### src/cst_pkg.sv
// ============================================================================
// cst_pkg
// Shared types and constants of the counting semaphore table.
// ============================================================================
`default_nettype none

package cst_pkg;

    // Default table sizes, handed to the top level parameters.
    localparam int SEMAPHORES_DEF = 32;
    localparam int THREADS_DEF    = 16;

    // Most result items that one remove command may produce.
    localparam int MAX_RES = 16;

    // Field widths fixed by the command and result formats.
    localparam int CMD_W   = 3;
    localparam int SID_W   = 5;
    localparam int INIT_W  = 15;
    localparam int TID_W   = 4;
    localparam int COUNT_W = 16;

    localparam logic signed [COUNT_W-1:0] COUNT_MAX = 16'sh7FFF;
    localparam logic signed [COUNT_W-1:0] COUNT_MIN = 16'sh8000;

    typedef enum logic [CMD_W-1:0] {
        CMD_CREATE  = 3'd0,
        CMD_WAIT    = 3'd1,
        CMD_SIGNAL  = 3'd2,
        CMD_REMOVE  = 3'd3,
        CMD_RELEASE = 3'd4
    } t_cmd;

    // One result item as held in the output register.
    typedef struct packed {
        logic             status;
        logic [SID_W-1:0] new_id;
        logic             caller_blocks;
        logic             woken_valid;
        logic [TID_W-1:0] woken_thread;
        logic             last;
    } t_res;

endpackage

`default_nettype wire

### src/cst_cmd_if.sv
// ============================================================================
// cst_cmd_if
// Command channel of the semaphore table: valid/ready plus one command item.
// ============================================================================
`default_nettype none

interface cst_cmd_if;

    logic        valid;
    logic        ready;
    logic [2:0]  command;
    logic [4:0]  sem_id;
    logic [14:0] init_value;
    logic [3:0]  thread_id;

    modport source (
        output valid, command, sem_id, init_value, thread_id,
        input  ready
    );

    modport sink (
        input  valid, command, sem_id, init_value, thread_id,
        output ready
    );

endinterface

`default_nettype wire

### src/cst_res_if.sv
// ============================================================================
// cst_res_if
// Result channel of the semaphore table: valid/ready plus one result item.
// ============================================================================
`default_nettype none

interface cst_res_if;

    logic       valid;
    logic       ready;
    logic       status;
    logic [4:0] new_id;
    logic       caller_blocks;
    logic       woken_valid;
    logic [3:0] woken_thread;
    logic       last;

    modport source (
        output valid, status, new_id, caller_blocks, woken_valid, woken_thread, last,
        input  ready
    );

    modport sink (
        input  valid, status, new_id, caller_blocks, woken_valid, woken_thread, last,
        output ready
    );

endinterface

`default_nettype wire

### src/counting_semaphore_table.sv
// ============================================================================
// counting_semaphore_table
// Hardware semaphore table with a FIFO wait queue per slot.
// ============================================================================
// The block takes one command item at a time and answers with one result
// item, or with one result item per woken thread for remove. Create, wait,
// release, plain signal and every error go through the synchronous read
// of the slot memory, then a step that modifies and writes it back and
// puts the result into the output register. A signal that wakes a thread
// adds a step, since the head's next pointer is read from the next-waiter
// memory after the head itself arrives. Remove adds one step per woken
// waiter (at most 16), the drain walking the next-waiter chain one entry a
// cycle while the result side does not stall. A new command is accepted in
// the cycle after the last result of the previous one is registered, and
// not before. Stalls on the result side hold the block in place without
// losing an item. In-use, active and queue-nonempty flags sit in flip-flops
// cleared by reset; counts, queue heads, tails and next pointers live in
// memories that need no clearing pass.
// ============================================================================
`default_nettype none

module counting_semaphore_table #(
    parameter int SEMAPHORES = cst_pkg::SEMAPHORES_DEF,
    parameter int THREADS    = cst_pkg::THREADS_DEF
) (
    input  wire logic i_clk,
    input  wire logic i_rst_n,
    cst_cmd_if.sink   i_cmd,
    cst_res_if.source o_res
);

    localparam int SW    = $clog2(SEMAPHORES);
    localparam int TW    = $clog2(THREADS);
    localparam int NW    = $clog2(cst_pkg::MAX_RES);
    localparam int SLOTW = cst_pkg::COUNT_W + 2 * cst_pkg::TID_W;

    typedef enum logic [2:0] {
        S_IDLE = 3'b001,
        S_EXEC = 3'b010,
        S_POP  = 3'b100
    } t_state;

    // ------------------------------------------------------------------
    // Registers
    // ------------------------------------------------------------------
    t_state                              r_state,    n_state;
    logic [cst_pkg::CMD_W-1:0]           r_cmd,      n_cmd;
    logic [SW-1:0]                       r_sidx,     n_sidx;
    logic                                r_sid_ok,   n_sid_ok;
    logic [cst_pkg::INIT_W-1:0]          r_init,     n_init;
    logic [cst_pkg::TID_W-1:0]           r_th,       n_th;
    logic                                r_th_ok,    n_th_ok;
    logic signed [cst_pkg::COUNT_W-1:0]  r_count,    n_count;
    logic [cst_pkg::TID_W-1:0]           r_head,     n_head;
    logic [cst_pkg::TID_W-1:0]           r_tail,     n_tail;
    logic                                r_rmv,      n_rmv;
    logic [NW-1:0]                       r_n,        n_n;
    logic [SEMAPHORES-1:0]               r_used,     n_used;
    logic [SEMAPHORES-1:0]               r_active,   n_active;
    logic [SEMAPHORES-1:0]               r_nonempty, n_nonempty;
    cst_pkg::t_res                       r_out,      n_out;
    logic                                r_out_valid;

    // ------------------------------------------------------------------
    // Memories: slot word {count, head, tail} and one next pointer per
    // thread. Both have registered read data.
    // ------------------------------------------------------------------
    logic [SLOTW-1:0]          m_slot [SEMAPHORES];
    logic [SLOTW-1:0]          r_slot_q;
    logic [SW-1:0]             slot_raddr;
    logic                      slot_we;
    logic [SW-1:0]             slot_waddr;
    logic [SLOTW-1:0]          slot_wdata;

    logic [cst_pkg::TID_W-1:0] m_next [THREADS];
    logic [cst_pkg::TID_W-1:0] r_next_q;
    logic [TW-1:0]             next_raddr;
    logic                      next_we;
    logic [TW-1:0]             next_waddr;

    always_ff @(posedge i_clk) begin
        if (slot_we) begin
            m_slot[slot_waddr] <= slot_wdata;
        end
        r_slot_q <= m_slot[slot_raddr];
    end

    always_ff @(posedge i_clk) begin
        if (next_we) begin
            m_next[next_waddr] <= r_th;
        end
        r_next_q <= m_next[next_raddr];
    end

    // ------------------------------------------------------------------
    // Free slot finder for create.
    // ------------------------------------------------------------------
    logic          free_found;
    logic [SW-1:0] free_idx;

    cst_alloc #(
        .SEMAPHORES (SEMAPHORES)
    ) u_alloc (
        .i_clk   (i_clk),
        .i_rst_n (i_rst_n),
        .i_used  (r_used),
        .o_found (free_found),
        .o_idx   (free_idx)
    );

    // ------------------------------------------------------------------
    // Command sequencer
    // ------------------------------------------------------------------
    logic signed [cst_pkg::COUNT_W-1:0] q_count;
    logic [cst_pkg::TID_W-1:0]          q_head;
    logic [cst_pkg::TID_W-1:0]          q_tail;
    logic signed [cst_pkg::COUNT_W-1:0] cnt_dec;
    logic signed [cst_pkg::COUNT_W-1:0] cnt_inc;
    logic                               ok_id;
    logic                               out_free;
    logic                               emit;
    logic                               empty_after;
    logic                               advance;

    assign q_count = r_slot_q[SLOTW-1 -: cst_pkg::COUNT_W];
    assign q_head  = r_slot_q[2*cst_pkg::TID_W-1 -: cst_pkg::TID_W];
    assign q_tail  = r_slot_q[cst_pkg::TID_W-1:0];

    // Saturating step of the count in either direction.
    assign cnt_dec = (q_count == cst_pkg::COUNT_MIN) ? q_count : q_count - 16'sd1;
    assign cnt_inc = (q_count == cst_pkg::COUNT_MAX) ? q_count : q_count + 16'sd1;

    assign ok_id    = r_sid_ok && r_used[r_sidx];
    assign out_free = !r_out_valid || o_res.ready;

    // The popped thread is the last in its queue when it is the tail, or when
    // its id cannot index the next-pointer memory.
    assign empty_after = (r_head == r_tail) || (32'(r_head) >= THREADS);

    // A remove drain moves on to the next waiter in this cycle.
    assign advance = (r_state == S_POP) && out_free && r_rmv && !empty_after &&
                     (r_n != NW'(cst_pkg::MAX_RES - 1));

    assign slot_raddr = (r_state == S_IDLE) ? SW'(i_cmd.sem_id) : r_sidx;

    // The next-pointer read always targets the head that the following cycle
    // will hold, so the drain runs at one waiter a cycle while the output is free.
    always_comb begin
        if (r_state == S_EXEC) begin
            next_raddr = TW'(q_head);
        end else if (advance) begin
            next_raddr = TW'(r_next_q);
        end else begin
            next_raddr = TW'(r_head);
        end
    end

    always_comb begin
        n_state    = r_state;
        n_cmd      = r_cmd;
        n_sidx     = r_sidx;
        n_sid_ok   = r_sid_ok;
        n_init     = r_init;
        n_th       = r_th;
        n_th_ok    = r_th_ok;
        n_count    = r_count;
        n_head     = r_head;
        n_tail     = r_tail;
        n_rmv      = r_rmv;
        n_n        = r_n;
        n_used     = r_used;
        n_active   = r_active;
        n_nonempty = r_nonempty;
        n_out      = '0;
        n_out.last = 1'b1;
        emit       = 1'b0;
        slot_we    = 1'b0;
        slot_waddr = r_sidx;
        slot_wdata = r_slot_q;
        next_we    = 1'b0;
        next_waddr = TW'(q_tail);

        unique case (r_state)
            S_IDLE: begin
                if (i_cmd.valid) begin
                    n_cmd    = i_cmd.command;
                    n_sidx   = SW'(i_cmd.sem_id);
                    n_sid_ok = 32'(i_cmd.sem_id) < SEMAPHORES;
                    n_init   = i_cmd.init_value;
                    n_th     = i_cmd.thread_id;
                    n_th_ok  = 32'(i_cmd.thread_id) < THREADS;
                    n_state  = S_EXEC;
                end
            end

            S_EXEC: begin
                if (out_free) begin
                    emit    = 1'b1;
                    n_state = S_IDLE;
                    case (r_cmd)
                        cst_pkg::CMD_CREATE: begin
                            if (free_found) begin
                                n_used[free_idx]     = 1'b1;
                                n_active[free_idx]   = 1'b1;
                                n_nonempty[free_idx] = 1'b0;
                                slot_we      = 1'b1;
                                slot_waddr   = free_idx;
                                slot_wdata   = {1'b0, r_init, {(2*cst_pkg::TID_W){1'b0}}};
                                n_out.new_id = cst_pkg::SID_W'(free_idx);
                            end else begin
                                n_out.status = 1'b1;
                            end
                        end

                        cst_pkg::CMD_WAIT: begin
                            if (!ok_id || !r_active[r_sidx] || !r_th_ok) begin
                                n_out.status = 1'b1;
                            end else if (cnt_dec[cst_pkg::COUNT_W-1]) begin
                                // Count went negative: append the caller.
                                slot_we = 1'b1;
                                if (r_nonempty[r_sidx] && (32'(q_tail) < THREADS)) begin
                                    next_we    = 1'b1;
                                    slot_wdata = {cnt_dec, q_head, r_th};
                                end else begin
                                    n_nonempty[r_sidx] = 1'b1;
                                    slot_wdata         = {cnt_dec, r_th, r_th};
                                end
                                n_out.caller_blocks = 1'b1;
                            end else begin
                                slot_we    = 1'b1;
                                slot_wdata = {cnt_dec, q_head, q_tail};
                            end
                        end

                        cst_pkg::CMD_SIGNAL: begin
                            if (!ok_id) begin
                                n_out.status = 1'b1;
                            end else if (cnt_inc[cst_pkg::COUNT_W-1] || (cnt_inc == '0)) begin
                                if (r_nonempty[r_sidx]) begin
                                    // Wake the head; finished once its next pointer is in.
                                    emit    = 1'b0;
                                    n_count = cnt_inc;
                                    n_head  = q_head;
                                    n_tail  = q_tail;
                                    n_rmv   = 1'b0;
                                    n_state = S_POP;
                                end else begin
                                    // Queue already drained by remove.
                                    slot_we      = 1'b1;
                                    slot_wdata   = {cnt_inc, q_head, q_tail};
                                    n_out.status = 1'b1;
                                end
                            end else begin
                                slot_we    = 1'b1;
                                slot_wdata = {cnt_inc, q_head, q_tail};
                            end
                        end

                        cst_pkg::CMD_REMOVE: begin
                            if (!ok_id) begin
                                n_out.status = 1'b1;
                            end else if (r_nonempty[r_sidx]) begin
                                emit    = 1'b0;
                                n_head  = q_head;
                                n_tail  = q_tail;
                                n_rmv   = 1'b1;
                                n_n     = '0;
                                n_state = S_POP;
                            end else begin
                                n_active[r_sidx] = 1'b0;
                            end
                        end

                        cst_pkg::CMD_RELEASE: begin
                            if (!ok_id) begin
                                n_out.status = 1'b1;
                            end else begin
                                n_used[r_sidx]   = 1'b0;
                                n_active[r_sidx] = 1'b0;
                            end
                        end

                        default: begin
                            n_out.status = 1'b1;
                        end
                    endcase
                end
            end

            S_POP: begin
                if (out_free) begin
                    emit               = 1'b1;
                    n_out.woken_valid  = 1'b1;
                    n_out.woken_thread = r_head;
                    if (!r_rmv) begin
                        slot_we    = 1'b1;
                        slot_wdata = {r_count, (empty_after ? r_head : r_next_q), r_tail};
                        n_nonempty[r_sidx] = !empty_after;
                        n_state            = S_IDLE;
                    end else if (advance) begin
                        n_out.last = 1'b0;
                        n_head     = r_next_q;
                        n_n        = r_n + NW'(1);
                    end else begin
                        // Queue empty or result limit reached: the rest is dropped.
                        n_nonempty[r_sidx] = 1'b0;
                        n_active[r_sidx]   = 1'b0;
                        n_state            = S_IDLE;
                    end
                end
            end

            default: begin
                n_state = S_IDLE;
            end
        endcase
    end

    always_ff @(posedge i_clk) begin
        if (!i_rst_n) begin
            r_state     <= S_IDLE;
            r_used      <= '0;
            r_active    <= '0;
            r_nonempty  <= '0;
            r_out_valid <= 1'b0;
        end else begin
            r_state    <= n_state;
            r_used     <= n_used;
            r_active   <= n_active;
            r_nonempty <= n_nonempty;
            if (emit) begin
                r_out_valid <= 1'b1;
            end else if (o_res.ready) begin
                r_out_valid <= 1'b0;
            end
        end
        r_cmd    <= n_cmd;
        r_sidx   <= n_sidx;
        r_sid_ok <= n_sid_ok;
        r_init   <= n_init;
        r_th     <= n_th;
        r_th_ok  <= n_th_ok;
        r_count  <= n_count;
        r_head   <= n_head;
        r_tail   <= n_tail;
        r_rmv    <= n_rmv;
        r_n      <= n_n;
        if (emit) begin
            r_out <= n_out;
        end
    end

    // ------------------------------------------------------------------
    // Ports
    // ------------------------------------------------------------------
    assign i_cmd.ready        = (r_state == S_IDLE);
    assign o_res.valid        = r_out_valid;
    assign o_res.status       = r_out.status;
    assign o_res.new_id       = r_out.new_id;
    assign o_res.caller_blocks = r_out.caller_blocks;
    assign o_res.woken_valid  = r_out.woken_valid;
    assign o_res.woken_thread = r_out.woken_thread;
    assign o_res.last         = r_out.last;

`ifndef SYNTHESIS
    // The final result of a command returns the sequencer to idle.
    a_last_ends: assert property (@(posedge i_clk) disable iff (!i_rst_n)
        (emit && n_out.last) |=> (r_state == S_IDLE))
        else $error("sequencer did not return to idle after a final result");

    // An active slot is always an allocated slot.
    a_active_used: assert property (@(posedge i_clk) disable iff (!i_rst_n)
        (r_active & ~r_used) == '0)
        else $error("active slot without its in-use flag");

    // A wakeup is only ever worked on for an allocated slot with a queue.
    a_pop_queue: assert property (@(posedge i_clk) disable iff (!i_rst_n)
        (r_state == S_POP) |-> (r_used[r_sidx] && r_nonempty[r_sidx]))
        else $error("wakeup on a slot without a queue");

    // A new result never appears straight out of idle.
    a_no_idle_emit: assert property (@(posedge i_clk) disable iff (!i_rst_n)
        emit |-> (r_state != S_IDLE))
        else $error("result emitted while idle");
`endif

endmodule

`default_nettype wire

### src/cst_alloc.sv
// ============================================================================
// cst_alloc
// Free slot finder: registers the lowest slot whose in-use bit is clear.
// ============================================================================
`default_nettype none

module cst_alloc #(
    parameter int SEMAPHORES = cst_pkg::SEMAPHORES_DEF
) (
    input  wire logic                          i_clk,
    input  wire logic                          i_rst_n,
    input  wire logic [SEMAPHORES-1:0]         i_used,
    output logic                               o_found,
    output logic [$clog2(SEMAPHORES)-1:0]      o_idx
);

    localparam int SW = $clog2(SEMAPHORES);

    logic          n_found;
    logic [SW-1:0] n_idx;
    logic          r_found;
    logic [SW-1:0] r_idx;

    // Scan from the top down so that the lowest free slot wins.
    always_comb begin
        n_found = 1'b0;
        n_idx   = '0;
        for (int i = SEMAPHORES - 1; i >= 0; i--) begin
            if (!i_used[i]) begin
                n_found = 1'b1;
                n_idx   = SW'(i);
            end
        end
    end

    always_ff @(posedge i_clk) begin
        if (!i_rst_n) begin
            r_found <= 1'b0;
        end else begin
            r_found <= n_found;
        end
        r_idx <= n_idx;
    end

    assign o_found = r_found;
    assign o_idx   = r_idx;

endmodule

`default_nettype wire
### src/flat_wrapper.sv
// flat-port wrapper written by rule: the top's interface ports become plain ports
module counting_semaphore_table_flat 
#(
    parameter int SEMAPHORES = cst_pkg::SEMAPHORES_DEF,
    parameter int THREADS    = cst_pkg::THREADS_DEF
)
  (i_clk, i_rst_n, i_cmd_valid, i_cmd_command, i_cmd_sem_id, i_cmd_init_value, i_cmd_thread_id, i_cmd_ready, o_res_valid, o_res_status, o_res_new_id, o_res_caller_blocks, o_res_woken_valid, o_res_woken_thread, o_res_last, o_res_ready);
  cst_cmd_if i_cmd_i ();
  cst_res_if o_res_i ();
  input  wire logic i_clk;
  input  wire logic i_rst_n;
  input wire logic [$bits(i_cmd_i.valid)-1:0] i_cmd_valid;
  input wire logic [$bits(i_cmd_i.command)-1:0] i_cmd_command;
  input wire logic [$bits(i_cmd_i.sem_id)-1:0] i_cmd_sem_id;
  input wire logic [$bits(i_cmd_i.init_value)-1:0] i_cmd_init_value;
  input wire logic [$bits(i_cmd_i.thread_id)-1:0] i_cmd_thread_id;
  output wire logic [$bits(i_cmd_i.ready)-1:0] i_cmd_ready;
  output wire logic [$bits(o_res_i.valid)-1:0] o_res_valid;
  output wire logic [$bits(o_res_i.status)-1:0] o_res_status;
  output wire logic [$bits(o_res_i.new_id)-1:0] o_res_new_id;
  output wire logic [$bits(o_res_i.caller_blocks)-1:0] o_res_caller_blocks;
  output wire logic [$bits(o_res_i.woken_valid)-1:0] o_res_woken_valid;
  output wire logic [$bits(o_res_i.woken_thread)-1:0] o_res_woken_thread;
  output wire logic [$bits(o_res_i.last)-1:0] o_res_last;
  input wire logic [$bits(o_res_i.ready)-1:0] o_res_ready;
  assign i_cmd_i.valid = i_cmd_valid;
  assign i_cmd_i.command = i_cmd_command;
  assign i_cmd_i.sem_id = i_cmd_sem_id;
  assign i_cmd_i.init_value = i_cmd_init_value;
  assign i_cmd_i.thread_id = i_cmd_thread_id;
  assign i_cmd_ready = i_cmd_i.ready;
  assign o_res_valid = o_res_i.valid;
  assign o_res_status = o_res_i.status;
  assign o_res_new_id = o_res_i.new_id;
  assign o_res_caller_blocks = o_res_i.caller_blocks;
  assign o_res_woken_valid = o_res_i.woken_valid;
  assign o_res_woken_thread = o_res_i.woken_thread;
  assign o_res_last = o_res_i.last;
  assign o_res_i.ready = o_res_ready;
  counting_semaphore_table #(.SEMAPHORES(SEMAPHORES), .THREADS(THREADS)) u_core (.i_clk(i_clk), .i_rst_n(i_rst_n), .i_cmd(i_cmd_i), .o_res(o_res_i));
endmodule
### config.mk
export PLATFORM = sky130hd
export DESIGN_NAME = counting_semaphore_table_flat
export DESIGN_NICKNAME = d
export VERILOG_FILES = /design/src/cst_pkg.sv /design/src/cst_cmd_if.sv /design/src/cst_res_if.sv /design/src/counting_semaphore_table.sv /design/src/cst_alloc.sv /design/src/flat_wrapper.sv
export SDC_FILE = /design/constraint.sdc
export NUM_CORES = 2
export LEC_CHECK = 0
export BUFFER_PORTS_ARGS = -buffer_cell sky130_fd_sc_hd__buf_2
export CAP_MARGIN = 5
export CORE_ASPECT_RATIO = 1.1
export CORE_MARGIN = 2
export CORE_UTILIZATION = 55
export CTS_BUF_LIST = sky130_fd_sc_hd__clkbuf_4 sky130_fd_sc_hd__clkbuf_8
export DETAILED_ROUTE_END_ITERATION = 6
export GPL_TIMING_DRIVEN = 0
export PLACE_DENSITY = 0.76
export SLEW_MARGIN = 20
export SYNTH_ARGS = -nofsm -noshare
export SYNTH_HDL_FRONTEND = slang
export SYNTH_SLANG_ARGS = --single-unit
### constraint.sdc
create_clock -name i_clk -period 5.6 [get_ports i_clk]
set_input_delay 1.12 -clock i_clk [delete_from_list [all_inputs] [get_ports i_clk]]
set_output_delay 1.12 -clock i_clk [all_outputs]
set_load 0.005 [all_outputs]
==> results_dict.tcl <==
set metrics [dict create \
    die_area_um2 85700 \
    arrival_ns 6.24 \
    clock_skew_ns 0.0522 \
    antenna_found_initial 5 \
    wl_um 140000 \
    drive_above_1_share_pct 12.9 \
    min_period_ns 5.80 \
    final-setup-viol-count 511 \
    cp_data_required_time_ns 6.04 \
    port-buffer-count 44 \
    cts_tree "built" \
    hold_violations 0 \
    ys_seq_area_share_pct 64.8 \
    end_kind "register" \
    cts_hold_buf 0 \
    ir_worst_vdd_uv 326 \
    start_kind "register" \
    ys_warn_count 0 \
    viasPerCell 6.46 \
    first_pass_iters 6 \
    layout.nets 4079 \
    violations "negative setup slack" \
    synth_seq_cells 1035 \
    start_util_pct 55.3 \
    drtAntennaViolNets 0 \
    ctsRootBufferMaster "clkbuf_8" \
    insertion_delay_ns 0.86 \
    clk_pin_slew_worst_paths_ns 0.06 \
    synth_edf_count 901 \
    post-route-drc-count 0 \
    die_w_um 279 \
    p_per_area_nw_per_um2 361 \
    gp_congestion 1.06 \
    netlist_instances 3796 \
    io_pins 46 \
    async_flop_share_pct 0 \
    grt_pass1_vias 32700 \
    rsz0062_at_grt "true" \
    htreeDepth 4 \
    fmax_ghz 0.172 \
    grt.overflow.total 0 \
    clockBufferDepth 3 \
    pre_cts_ws_ns 0.0313 \
    cp_max_fo 24 \
    drv_slew 0 \
    die_h_um 307 \
    syn_nets 3830 \
    layout_setup_ws_ns -0.202 \
    grt_max_degree 33 \
    min-delay-path-class "in -> reg" \
    total_power_w 0.0188 \
    area_growth_pct 13.5 \
    track_usage_pct 32.2 \
    slew_headroom_pct 9.94 \
    num_rows 111 \
    maxCapViolCount 0 \
    period_share_pct 104 \
    placed_cells 4955 \
    first_iter_violations 4613 \
    synth_area_um2 45900 \
    via_count 34000 \
    cts_inserted_buffers 161 \
    dp_hpwl_um 97500 \
    fin_cells 5253 \
    synth_cell_types 84 \
    p_leak_nw 16.7 \
    tns_ns -43.03 \
    critical_path_class "reg -> reg" \
    grt_pass1_wl_um 204000 \
    clock_sinks 1035 \
    coreArea_um2 82900 \
    synth_area_per_cell_um2 12.1 \
    worst_slew_pin_slew_ns 1.35 \
    synthFlopType "edfxtp_1" \
    outcome "complete, but fails checks" \
    wl_per_cell_um 26.6 \
]
==> registers in the layout, summed over array words and instances (netlist names), 4 cells and up <==
signal                     cells
u_core.m_next                 64
u_core.m_slot                768
u_core.o_res.new_id            5
u_core.o_res.woken_thread      4
u_core.r_active               32
u_core.r_count                16
u_core.r_head                  4
u_core.r_init                 15
u_core.r_n                     4
u_core.r_next_q                4
u_core.r_nonempty             32
u_core.r_sidx                  5
u_core.r_slot_q               24
u_core.r_tail                  4
u_core.r_th                    4
u_core.r_used                 32
u_core.u_alloc.o_idx           5
==> final cells by class <==
class                      instances  area (µm²)
antenna                            4        10.0
sequential                      1035       29700
clock buffer                     225        2750
buffer                           296        1200
fill                            6220       30900
inverter                          18        67.6
timing repair buffer              86        1010
tap                             1073        1340
clock inverter                    69         644
multi-input combinational       2447       15300
==> cells in the final DEF (no fill, tap or decap), types with 19 or more instances in the layout <==
cell,count
and3_1,20
a311oi_1,96
o31ai_1,34
and2_1,202
nor2_1,130
clkbuf_1,249
clkbuf_4,55
a21oi_2,34
a211oi_1,265
o22ai_1,24
o221ai_1,19
nand3_1,60
o211ai_1,23
a31oi_1,106
nor3_1,24
o21ai_0,149
nand2_1,612
nor2_4,28
a21oi_1,147
clkbuf_8,170
dfxtp_1,134
mux2i_1,86
a21o_1,26
clkinv_1,28
edfxtp_1,901
nand4_1,23
buf_2,66
a21boi_0,56
==> worst paths after layout <==
check | start | endpoint | slack, ns | cells past startpoint
max | u_core.r_sidx[1] | u_core.m_slot[13][3] | -0.20 | 13
min | i_cmd_init_value[6] | u_core.r_init[6] | 0.46 | 1
max reg2reg | u_core.r_sidx[1] | u_core.m_slot[13][3] | -0.20 | 13
min reg2reg | u_core.r_nonempty[16] | u_core.r_nonempty[16] | 0.47 | 2
==> per-stage QoR <==
stage / area, µm² / hold WS (ns) / util [%]
after detailed placement: 48600 / 0.465 / 58.6
after global placement: 47400 / 0.460 / 57.2
after floorplan: 45900 / 0.406 / -
after CTS: 52000 / 0.411 / 62.7
after global routing: 52000 / 0.432 / 62.8
final: 52100 / 0.456 / 62.8
==> critical path, stage by stage, from the launching register on <==
cell and delay [ns]:
edfxtp_1 0.34, buf_6 0.17, buf_8 0.16, buf_6 0.21, buf_2 0.45, mux2i_1 0.21
o22ai_1 0.33, nor2_1 0.12, nand4_1 0.24, clkbuf_1 0.48, a21oi_1 0.13, o21ai_0 0.53
nand3_1 0.97, nor2_4 1.01
==> routing by layer <==
metal / track usage [%] / vias to the layer above / share of wire [%]
met5: 0 / - / 0.0086
met4: 17.8 / 2 / 5.9
met3: 6.50 / 454 / 11
met2: 50.9 / 2177 / 46
met1: 42.0 / 16300 / 38
li1: - / 15000 / -
==> where the power goes <==
part / switching, W / internal (W) / total (W)
sequential: 0.0000900 / 0.00891 / 0.00900
clock: 0.00307 / 0.00364 / 0.00671
combinational: 0.00227 / 0.000834 / 0.00311
==> cell usage after synthesis (25+ instances only) <==
| cell type | n | area, µm² |
|---|---|---|
| a311oi_1 | 96 | 841 |
| o21ai_0 | 154 | 771 |
| o31ai_1 | 35 | 263 |
| nand3_1 | 66 | 330 |
| dfxtp_1 | 134 | 2680 |
| mux2i_1 | 87 | 871 |
| a21oi_1 | 151 | 756 |
| clkbuf_1 | 250 | 938 |
| a211oi_1 | 266 | 2000 |
| nor3_1 | 26 | 130 |
| a21oi_2 | 30 | 263 |
| o22ai_1 | 25 | 156 |
| nor2_1 | 162 | 608 |
| edfxtp_1 | 901 | 27100 |
| a31oi_1 | 107 | 669 |
| a21boi_0 | 56 | 420 |
| and2_1 | 203 | 1270 |
| a21o_1 | 26 | 195 |
| nand2_1 | 613 | 2300 |
==> logic make-up after synthesis <==
logic type	share of synthesized area (%)
AOI/OAI and AO/OA	16.0
xor gates and xnor gates	0.248
adders and majority gates	0.0819
buffers and inverters	2.76
DFF	64.8
muxes	3.15
and+or+nand+nor	12.9
==> timing repair <==
| action | 4_1_cts | 5_1_grt |
|---|---|---|
| endpoints found under the hold margin | 0 | 0 |
| endpoints found under the setup margin | 0 | 579 |
| setup buffers | 0 | 0 |
| resized for setup | 0 | 0 |
No activity file was read; power rests on OpenSTA's default activity.
